`src/rtl/core/rlb_pkg.sv`:
```
// Shared types and constants for the RGB layer blend unit.
package rlb_pkg;

  localparam int PIX_W      = 8;
  localparam int CFG_IDX_W  = 3;
  localparam int CFG_DATA_W = 8;
  localparam int NUM_CH     = 3;
  localparam int PROD_W     = 2 * PIX_W;
  localparam int NUM_W      = PROD_W + 1;
  localparam int QUO_W      = PIX_W + 1;

  typedef logic [PIX_W-1:0] pix_t;

  localparam logic [CFG_IDX_W-1:0] CFG_BLEND_MODE     = 3'd0;
  localparam logic [CFG_IDX_W-1:0] CFG_TARGET_CHANNEL = 3'd1;
  localparam logic [CFG_IDX_W-1:0] CFG_ADD_AMOUNT     = 3'd2;
  localparam logic [CFG_IDX_W-1:0] CFG_SCALE_FACTOR   = 3'd3;

  typedef enum logic [2:0] {
    MODE_MULTIPLY = 3'd0,
    MODE_SCREEN   = 3'd1,
    MODE_SUBTRACT = 3'd2,
    MODE_OVERLAY  = 3'd3,
    MODE_ADD      = 3'd4,
    MODE_SCALE    = 3'd5
  } blend_mode_t;

  // Per-channel operation carried down the pipe.
  typedef enum logic [1:0] {
    OP_PASS   = 2'd0,
    OP_DIV    = 2'd1,
    OP_ADDSAT = 2'd2,
    OP_MULSAT = 2'd3
  } chan_kind_t;

  typedef struct packed {
    chan_kind_t kind;
    pix_t       x;
    pix_t       y;
    logic       dbl;
    logic       inv;
  } chan_op_t;

  typedef struct packed {
    chan_kind_t         kind;
    logic [PROD_W-1:0]  val;
    logic               dbl;
    logic               inv;
  } chan_mid_t;

  typedef struct packed {
    logic              is_div;
    logic [NUM_W-1:0]  num;
    logic [QUO_W-1:0]  quo;
    logic              inv;
    pix_t              res;
  } chan_div_t;

endpackage

```
`src/rtl/core/rlb_if.sv`:
```
// Valid/ready channel interfaces for pixel pairs in and blended pixels out.
interface rlb_in_if;
  import rlb_pkg::*;
  logic valid;
  logic ready;
  pix_t top_red;
  pix_t top_green;
  pix_t top_blue;
  pix_t bottom_red;
  pix_t bottom_green;
  pix_t bottom_blue;

  modport source (output valid, top_red, top_green, top_blue,
                  bottom_red, bottom_green, bottom_blue, input ready);
  modport sink   (input valid, top_red, top_green, top_blue,
                  bottom_red, bottom_green, bottom_blue, output ready);
endinterface

interface rlb_out_if;
  import rlb_pkg::*;
  logic valid;
  logic ready;
  pix_t out_red;
  pix_t out_green;
  pix_t out_blue;

  modport source (output valid, out_red, out_green, out_blue, input ready);
  modport sink   (input valid, out_red, out_green, out_blue, output ready);
endinterface

```
`src/rtl/core/rgb_layer_blend_unit.sv`:
```
// Top level: four-stage pipelined RGB layer blender with config registers.
// Throughput: one pixel pair per cycle; each stage holds when the next is full.
// Stages: operand select, 8x8 multiply or add, reciprocal divide by 255 or saturate, correction.
// Reset (synchronous, rst_n low): pipeline emptied, blend_mode 0 (multiply),
// target_channel 0, add_amount 0, scale_factor 1.
module rgb_layer_blend_unit (
  input  logic                          clk,
  input  logic                          rst_n,
  rlb_in_if.sink                        in_ch,
  rlb_out_if.source                     out_ch,
  input  logic                          cfg_we,
  input  logic [rlb_pkg::CFG_IDX_W-1:0] cfg_index,
  input  logic [rlb_pkg::CFG_DATA_W-1:0] cfg_data
);
  import rlb_pkg::*;

  blend_mode_t mode_r;
  logic [1:0]  chan_r;
  pix_t        add_r;
  pix_t        scale_r;

  always_ff @(posedge clk) begin
    if (!rst_n) begin
      mode_r  <= MODE_MULTIPLY;
      chan_r  <= 2'd0;
      add_r   <= '0;
      scale_r <= 8'd1;
    end else if (cfg_we) begin
      unique case (cfg_index)
        CFG_BLEND_MODE:     mode_r  <= blend_mode_t'(cfg_data[2:0]);
        CFG_TARGET_CHANNEL: chan_r  <= cfg_data[1:0];
        CFG_ADD_AMOUNT:     add_r   <= cfg_data;
        CFG_SCALE_FACTOR:   scale_r <= cfg_data;
        default: ;
      endcase
    end
  end

  // Stage handshake: a stage takes new data when it is empty or drains.
  logic v1_r, v2_r, v3_r, v4_r;
  logic rdy1, rdy2, rdy3, rdy4;

  assign rdy4 = !v4_r || out_ch.ready;
  assign rdy3 = !v3_r || rdy4;
  assign rdy2 = !v2_r || rdy3;
  assign rdy1 = !v1_r || rdy2;
  assign in_ch.ready = rdy1;

  always_ff @(posedge clk) begin
    if (!rst_n) begin
      v1_r <= 1'b0;
      v2_r <= 1'b0;
      v3_r <= 1'b0;
      v4_r <= 1'b0;
    end else begin
      if (rdy1) v1_r <= in_ch.valid;
      if (rdy2) v2_r <= v1_r;
      if (rdy3) v3_r <= v2_r;
      if (rdy4) v4_r <= v3_r;
    end
  end

  // Stage 1: pick operands per channel.
  pix_t     top_px [NUM_CH];
  pix_t     bot_px [NUM_CH];
  chan_op_t s1_nxt [NUM_CH];
  chan_op_t s1_r   [NUM_CH];

  assign top_px[0] = in_ch.top_red;
  assign top_px[1] = in_ch.top_green;
  assign top_px[2] = in_ch.top_blue;
  assign bot_px[0] = in_ch.bottom_red;
  assign bot_px[1] = in_ch.bottom_green;
  assign bot_px[2] = in_ch.bottom_blue;

  always_comb begin
    for (int c = 0; c < NUM_CH; c++) begin
      s1_nxt[c].kind = OP_PASS;
      s1_nxt[c].x    = top_px[c];
      s1_nxt[c].y    = bot_px[c];
      s1_nxt[c].dbl  = 1'b0;
      s1_nxt[c].inv  = 1'b0;
      unique case (mode_r)
        MODE_MULTIPLY: begin
          s1_nxt[c].kind = OP_DIV;
        end
        MODE_SCREEN: begin
          s1_nxt[c].kind = OP_DIV;
          s1_nxt[c].x    = ~top_px[c];
          s1_nxt[c].y    = ~bot_px[c];
          s1_nxt[c].inv  = 1'b1;
        end
        MODE_SUBTRACT: begin
          s1_nxt[c].x = (bot_px[c] > top_px[c]) ? bot_px[c] - top_px[c] : '0;
        end
        MODE_OVERLAY: begin
          s1_nxt[c].kind = OP_DIV;
          s1_nxt[c].dbl  = 1'b1;
          if (bot_px[c][PIX_W-1]) begin
            s1_nxt[c].x   = ~top_px[c];
            s1_nxt[c].y   = ~bot_px[c];
            s1_nxt[c].inv = 1'b1;
          end
        end
        MODE_ADD: begin
          if (chan_r == 2'(c)) begin
            s1_nxt[c].kind = OP_ADDSAT;
            s1_nxt[c].y    = add_r;
          end
        end
        MODE_SCALE: begin
          if (chan_r == 2'(c)) begin
            s1_nxt[c].kind = OP_MULSAT;
            s1_nxt[c].y    = scale_r;
          end
        end
        default: ;
      endcase
    end
  end

  // Stage 2: multiply or add.
  chan_mid_t s2_nxt [NUM_CH];
  chan_mid_t s2_r   [NUM_CH];

  always_comb begin
    for (int c = 0; c < NUM_CH; c++) begin
      s2_nxt[c].kind = s1_r[c].kind;
      s2_nxt[c].dbl  = s1_r[c].dbl;
      s2_nxt[c].inv  = s1_r[c].inv;
      case (s1_r[c].kind)
        OP_DIV, OP_MULSAT: s2_nxt[c].val = s1_r[c].x * s1_r[c].y;
        OP_ADDSAT:         s2_nxt[c].val = PROD_W'(s1_r[c].x) + PROD_W'(s1_r[c].y);
        default:           s2_nxt[c].val = PROD_W'(s1_r[c].x);
      endcase
    end
  end

  // Stage 3: estimate quotient by 255 with a 257/65536 reciprocal, or saturate.
  chan_div_t        s3_nxt [NUM_CH];
  chan_div_t        s3_r   [NUM_CH];
  logic [NUM_W-1:0] num    [NUM_CH];
  logic [NUM_W+7:0] recip  [NUM_CH];

  always_comb begin
    for (int c = 0; c < NUM_CH; c++) begin
      num[c] = (s2_r[c].dbl ? {s2_r[c].val, 1'b0} : {1'b0, s2_r[c].val})
               + NUM_W'(127);
      recip[c] = {num[c], 8'd0} + (NUM_W + 8)'(num[c]);
      s3_nxt[c].is_div = (s2_r[c].kind == OP_DIV);
      s3_nxt[c].num    = num[c];
      s3_nxt[c].quo    = recip[c][NUM_W+7:16];
      s3_nxt[c].inv    = s2_r[c].inv;
      if (s2_r[c].val > PROD_W'(255)) begin
        s3_nxt[c].res = 8'hFF;
      end else begin
        s3_nxt[c].res = s2_r[c].val[PIX_W-1:0];
      end
    end
  end

  // Stage 4: estimate is low by at most one; fix it and mirror if needed.
  pix_t               s4_nxt [NUM_CH];
  pix_t               s4_r   [NUM_CH];
  logic [NUM_W:0]     rem    [NUM_CH];
  logic [QUO_W-1:0]   quo    [NUM_CH];

  always_comb begin
    for (int c = 0; c < NUM_CH; c++) begin
      rem[c] = {1'b0, s3_r[c].num} - {s3_r[c].quo, 8'd0}
               + (NUM_W + 1)'(s3_r[c].quo);
      quo[c] = (rem[c] >= (NUM_W + 1)'(255)) ? s3_r[c].quo + QUO_W'(1) : s3_r[c].quo;
      if (s3_r[c].is_div) begin
        s4_nxt[c] = s3_r[c].inv ? ~quo[c][PIX_W-1:0] : quo[c][PIX_W-1:0];
      end else begin
        s4_nxt[c] = s3_r[c].res;
      end
    end
  end

  always_ff @(posedge clk) begin
    if (rdy1) s1_r <= s1_nxt;
    if (rdy2) s2_r <= s2_nxt;
    if (rdy3) s3_r <= s3_nxt;
    if (rdy4) s4_r <= s4_nxt;
  end

  assign out_ch.valid     = v4_r;
  assign out_ch.out_red   = s4_r[0];
  assign out_ch.out_green = s4_r[1];
  assign out_ch.out_blue  = s4_r[2];

endmodule

```
`src/flat_wrapper.sv`:
```
// flat-port wrapper written by rule: the top's interface ports become plain ports
module rgb_layer_blend_unit_flat import rlb_pkg::*;
  (clk, rst_n, cfg_we, cfg_index, cfg_data, in_ch_valid, in_ch_top_red, in_ch_top_green, in_ch_top_blue, in_ch_bottom_red, in_ch_bottom_green, in_ch_bottom_blue, in_ch_ready, out_ch_valid, out_ch_out_red, out_ch_out_green, out_ch_out_blue, out_ch_ready);
  rlb_in_if in_ch_i ();
  rlb_out_if out_ch_i ();
  input  logic clk;
  input  logic rst_n;
  input  logic cfg_we;
  input  logic [rlb_pkg::CFG_IDX_W-1:0] cfg_index;
  input  logic [rlb_pkg::CFG_DATA_W-1:0] cfg_data;
  input wire logic [$bits(in_ch_i.valid)-1:0] in_ch_valid;
  input wire logic [$bits(in_ch_i.top_red)-1:0] in_ch_top_red;
  input wire logic [$bits(in_ch_i.top_green)-1:0] in_ch_top_green;
  input wire logic [$bits(in_ch_i.top_blue)-1:0] in_ch_top_blue;
  input wire logic [$bits(in_ch_i.bottom_red)-1:0] in_ch_bottom_red;
  input wire logic [$bits(in_ch_i.bottom_green)-1:0] in_ch_bottom_green;
  input wire logic [$bits(in_ch_i.bottom_blue)-1:0] in_ch_bottom_blue;
  output wire logic [$bits(in_ch_i.ready)-1:0] in_ch_ready;
  output wire logic [$bits(out_ch_i.valid)-1:0] out_ch_valid;
  output wire logic [$bits(out_ch_i.out_red)-1:0] out_ch_out_red;
  output wire logic [$bits(out_ch_i.out_green)-1:0] out_ch_out_green;
  output wire logic [$bits(out_ch_i.out_blue)-1:0] out_ch_out_blue;
  input wire logic [$bits(out_ch_i.ready)-1:0] out_ch_ready;
  assign in_ch_i.valid = in_ch_valid;
  assign in_ch_i.top_red = in_ch_top_red;
  assign in_ch_i.top_green = in_ch_top_green;
  assign in_ch_i.top_blue = in_ch_top_blue;
  assign in_ch_i.bottom_red = in_ch_bottom_red;
  assign in_ch_i.bottom_green = in_ch_bottom_green;
  assign in_ch_i.bottom_blue = in_ch_bottom_blue;
  assign in_ch_ready = in_ch_i.ready;
  assign out_ch_valid = out_ch_i.valid;
  assign out_ch_out_red = out_ch_i.out_red;
  assign out_ch_out_green = out_ch_i.out_green;
  assign out_ch_out_blue = out_ch_i.out_blue;
  assign out_ch_i.ready = out_ch_ready;
  rgb_layer_blend_unit u_core (.clk(clk), .rst_n(rst_n), .in_ch(in_ch_i), .out_ch(out_ch_i), .cfg_we(cfg_we), .cfg_index(cfg_index), .cfg_data(cfg_data));
endmodule
```
`config.mk`:
```
export PLATFORM = sky130hd
export DESIGN_NAME = rgb_layer_blend_unit_flat
export DESIGN_NICKNAME = d
export VERILOG_FILES = /design/src/rtl/core/rlb_pkg.sv /design/src/rtl/core/rlb_if.sv /design/src/rtl/core/rgb_layer_blend_unit.sv /design/src/flat_wrapper.sv
export SDC_FILE = /design/constraint.sdc
export NUM_CORES = 1
export LEC_CHECK = 0
export BUFFER_PORTS_ARGS = -buffer_cell sky130_fd_sc_hd__buf_4
export CORE_MARGIN = 8
export CORE_UTILIZATION = 50
export CTS_CLUSTER_SIZE = 30
export DETAILED_ROUTE_END_ITERATION = 12
export PLACE_DENSITY = 0.65
export SETUP_SLACK_MARGIN = 0.3
export SYNTH_ARGS = -nofsm -noshare
export SYNTH_HDL_FRONTEND = slang
export SYNTH_SLANG_ARGS = --single-unit
```
`constraint.sdc`:
```
create_clock -name clk -period 11.75 [get_ports clk]
set_input_delay 2.35 -clock clk [delete_from_list [all_inputs] [get_ports clk]]
set_output_delay 2.35 -clock clk [all_outputs]
set_load 0.05 [all_outputs]
```
## Word level (Yosys, flattened, before mapping)

Cells that the tools add are included.

- Add/sub/neg operators: 21
- Multipliers: 3
- $lt $le $gt $ge: 9
- Eq/ne operators: 22
- Muxes and demuxes: 49
- Bitwise operators: 9
- Reductions and logical operators: 19

Operators with widths:

| operator | number |
|---|---|
| $mux 8 | 18 |
| $pmux 16 s2 | 3 |
| $pmux 8 s4 | 3 |
| $add 25x17->25 | 3 |
| $not 8->8 | 9 |
| $pmux 8 s3 | 3 |
| $add 18x9->18 | 3 |
| $ge 18x8->1 const B | 3 |
| $sub 17x17->18 | 3 |
| $add 17x7->17 const B | 3 |
| $mux 17 | 3 |
| $gt 16x8->1 const B | 3 |
| $mul 8x8->16 | 3 |
| $mux 16 | 3 |
| $add 8x8->9 | 3 |
| $add 8x1->8 const B | 3 |
| $gt 8x8->1 | 3 |
| $sub 8x8->8 | 3 |
| $pmux 2 s3 | 3 |
| $eq 2x1->1 const B | 7 |
| $eq 2x2->1 const B | 7 |
| $eq 3x2->1 const B | 4 |
| $mux 2 | 6 |
| $reduce_and 2->1 | 4 |
| other kinds (10) | 26 |

- Flip-flop bits (word level): 273
- Bits of input ports: 64
- Output and inout bits: 26
- Word-level logic and storage cells: 181

## Depth between registers and ports, before layout

- Depth in word-level cells: 7
- Depth in mapped cells: 26
- Gate-level depth less buffers: 19

## Worst setup path before layout

Ideal clock, no wire load.

- Path type: input -> output
- Start point: input port out_ch_ready
- End point: output port in_ch_ready
- Arrival time: 4.177 ns
- Required time: 9.400 ns
- Path slack: 5.223 ns
- Cell stages on the path: 3
- Buffers on the path: 0
- Cells stage by stage: nor2b_1 and3_1 nand2_1

- Word-level cells in the longest chain between the ends: 4

Ends and longest elaborated chain:

| item | line | text |
|---|---|---|
| from (decl) | flat_wrapper.sv:23 | `input wire logic [$bits(out_ch_i.ready)-1:0] out_ch_ready;` |
| $logic_or 1x1->1 | rgb_layer_blend_unit.sv:43 | `assign rdy4 = !v4_r \|\| out_ch.ready;` |
| $logic_or 1x1->1 | rgb_layer_blend_unit.sv:44 | `assign rdy3 = !v3_r \|\| rdy4;` |
| $logic_or 1x1->1 | rgb_layer_blend_unit.sv:45 | `assign rdy2 = !v2_r \|\| rdy3;` |
| $logic_or 1x1->1 | rgb_layer_blend_unit.sv:46 | `assign rdy1 = !v1_r \|\| rdy2;` |
| to (decl) | flat_wrapper.sv:18 | `output wire logic [$bits(in_ch_i.ready)-1:0] in_ch_ready;` |

Every way passes these cells.

## Worst setup path in the final report

Ends and elaborated chain as after synthesis.

==> impl_metrics.ini <==
[status]
status = completed

[die]
core-area_mm2 = 0.05130
die_area_mm2 = 0.05935
die_w_um = 243.6
start_util_pct = 50.50
num_io_pins = 90
num_rows = 83
die_h_um = 243.6

[global_routing]
grt_max_degree = 73
track_usage_pct = 19.10
grt_pass1_vias = 19400
antenna_found_initial = 0
grt_pass1_wl_um = 96570
overflow = 0

[sta]
rsz0062_at_grt = false
fin_worst_skew_ns = 0.02972
finalHoldViolCount = 0
fmax_mhz = 174.5
period_needed_ns = 5.731
report.final.setup_viol = 0
setup_tns_ns = 0
final.period_utilization_pct = 48.77
slew_viol_final = 0
max_slew_margin_pct = 34.79
tightest_slew_ns = 0.9746

[critical_path]
worstPathMaxFanout = 5
reg2reg_depth = 17
path_class = input pin to output pin
cp_data_required_time_ns = 9.40
arrival_ns = 3.38
crit_path_start_kind = input pin
end_kind = output pin

[cells_and_area]
final_cell_mix = 362 x inv_1, 282 x ha_1, 248 x edfxtp_1
nets = 3279
final_common_cell = inv_1
fin_util_pct = 55.24
syn_to_final_growth_pct = 9.389
post_route_cells_drive_above_1_share_pct = 7.638
n_antenna_cell = 0

[pwr]
power.share.switching_pct = 44.56
p_leak_nw = 12.56
p_per_area_mw_per_mm2 = 262.3
switchingPower_mw = 3.312
clkPwrFrac_pct = 14.0
ir_drop_mv = 0.1304
finalPower_mw = 7.432
p_int_mw = 4.120
combinationalPowerShare_pct = 62.7
p_seq_share_pct = 23.3

[drt]
dr_total_vias = 19720
avgViaCountPerCell = 5.600
firstDrtPassIters = 8
wl_per_cell_um = 16.48
initialDrtViolationCount = 1272
drt_wl_total_um = 58040
ant_nets = 0
drc = 0

[synth]
synth-edff-count = 248
synth-seq-area-share_pct = 30.68
syn_inst = 2755
syn-cell-area_mm2 = 0.02591
syn_nets = 3218
synthArstFlopShare_pct = 0
ys_warn_count = 0
ys_ff_latch = 273
synthDistinctLibCells = 84
synth.avg_cell_area_um2 = 9.403
ys.flop_type = edfxtp_1

[clock_tree]
ctsHoldBuffers = 0
cts_root_buffer = clkbuf_16
htreeDepth = 1
post_cts_buffers = 0
max-clock-path-buffers = 3
cts_tree = done
clock-sinks = 273
cts_resized = 0
cts.clk_slew.worst_paths_ns = 0.06
clk_latency_ns = 0.59
numCtsBuffers = 31

[placement]
place_congestion = 0.8687
portBuffers = 89
dp_hpwl_um = 46070

[hold_path]
hp-class = flop to flop
hold_depth = 0

[job]
drv_cap = 0
[cells in the mapped netlist, drive strengths merged (37+ instances only)]
cell type,n,share of area (%)
a21oi,152,2.9
nor3,37,0.71
xnor2,98,3.3
and2,175,4.2
mux2i,66,2.6
nand2,208,3.0
o21ai,134,2.6
nor2,116,1.7
ha,282,14
a21o,40,1.2
fa,117,9.0
nor2b,59,1.5
nand3,44,0.87
clkbuf,57,0.83
xor2,56,1.9
edfxtp,248,29
inv,363,5.3
[logic make-up after synthesis]
group | Yosys count | synth area share (%)
xor+xnor | 154 | 5.206
buf+inv | 433 | 6.337
compound gates | 595 | 15.14
mux | 84 | 3.347
fa+ha+maj | 399 | 22.66
flops | 273 | 30.68
simple gates | 817 | 16.63
[registers in the layout, summed over array words and instances, names as in the netlist]
signal                   cells
u_core.add_r                 8
u_core.v2_r                  1
u_core.s2_r                 58
u_core.v3_r                  1
u_core.s1_r                 58
u_core.out_ch.out_green      8
u_core.out_ch.out_blue       8
u_core.out_ch.valid          1
u_core.mode_r                3
u_core.out_ch.out_red        8
u_core.v1_r                  1
u_core.s3_r                108
u_core.scale_r               8
u_core.chan_r                2
[path summary, 6_finish.rpt]
| path | startpoint | endpoint | slack (ns) |
|---|---|---|---|
| worst max-delay path | out_ch_ready | in_ch_ready | 6.02 |
| worst min-delay path | u_core.s2_r[40] | u_core.s3_r[80] | 0.43 |
| worst max register to register | u_core.s1_r[24] | u_core.s2_r[37] | 6.38 |
| worst min register to register | u_core.s2_r[40] | u_core.s3_r[80] | 0.43 |
[critical path: stages]
cell and delay [ns]:
buf_4 0.11, nor2b_1 0.34, and3_1 0.31, nand2_2 0.08
buf_4 0.19
[stage by stage]
stage / std cells / cell area (µm²) / setup slack [ns] / hold WS, ns
global placement: 3463 / 27220 / 6.034 / 0.4052
finish: 3521 / 28340 / 6.019 / 0.4267
floorplan: 2755 / 25910 / 5.223 / 0.4003
global route: 3521 / 28340 / 5.925 / 0.4299
CTS: 3521 / 28340 / 6.010 / 0.4296
detailed placement: 3463 / 27220 / 6.003 / 0.4156
[power by group through the flow]
stage | Sequential [mW] | Combinational [mW] | Clock [mW]
final | 1.73 | 4.66 | 1.04
after global routing | 1.77 | 5.23 | 1.10
after detailed placement | 1.75 | 4.59 | 0
after CTS | 1.73 | 4.64 | 1.07
after global placement | 1.75 | 4.47 | 0
after floorplan | 1.76 | 3.57 | 0
[routing by layer]
layer | global-route usage, % | vias to the layer above | wire (µm)
met5 | 0 | - | 0
met4 | 4.627 | 0 | 1212
met3 | 1.904 | 75 | 1975
met2 | 32.05 | 385 | 26930
met1 | 26.36 | 9446 | 27920
li1 | - | 9810 | -
[area by class of cell]
class / instances / area, µm²
Inverter: 364 / 1366
Multi-Input combinational cell: 2049 / 16330
Fill cell: 4574 / 22960
Clock buffer: 33 / 783.3
Clock inverter: 25 / 335.3
Tap cell: 680 / 850.8
Sequential cell: 273 / 7948
Timing Repair Buffer: 97 / 728.2
Note: power is estimated with default switching activity, not from simulation.
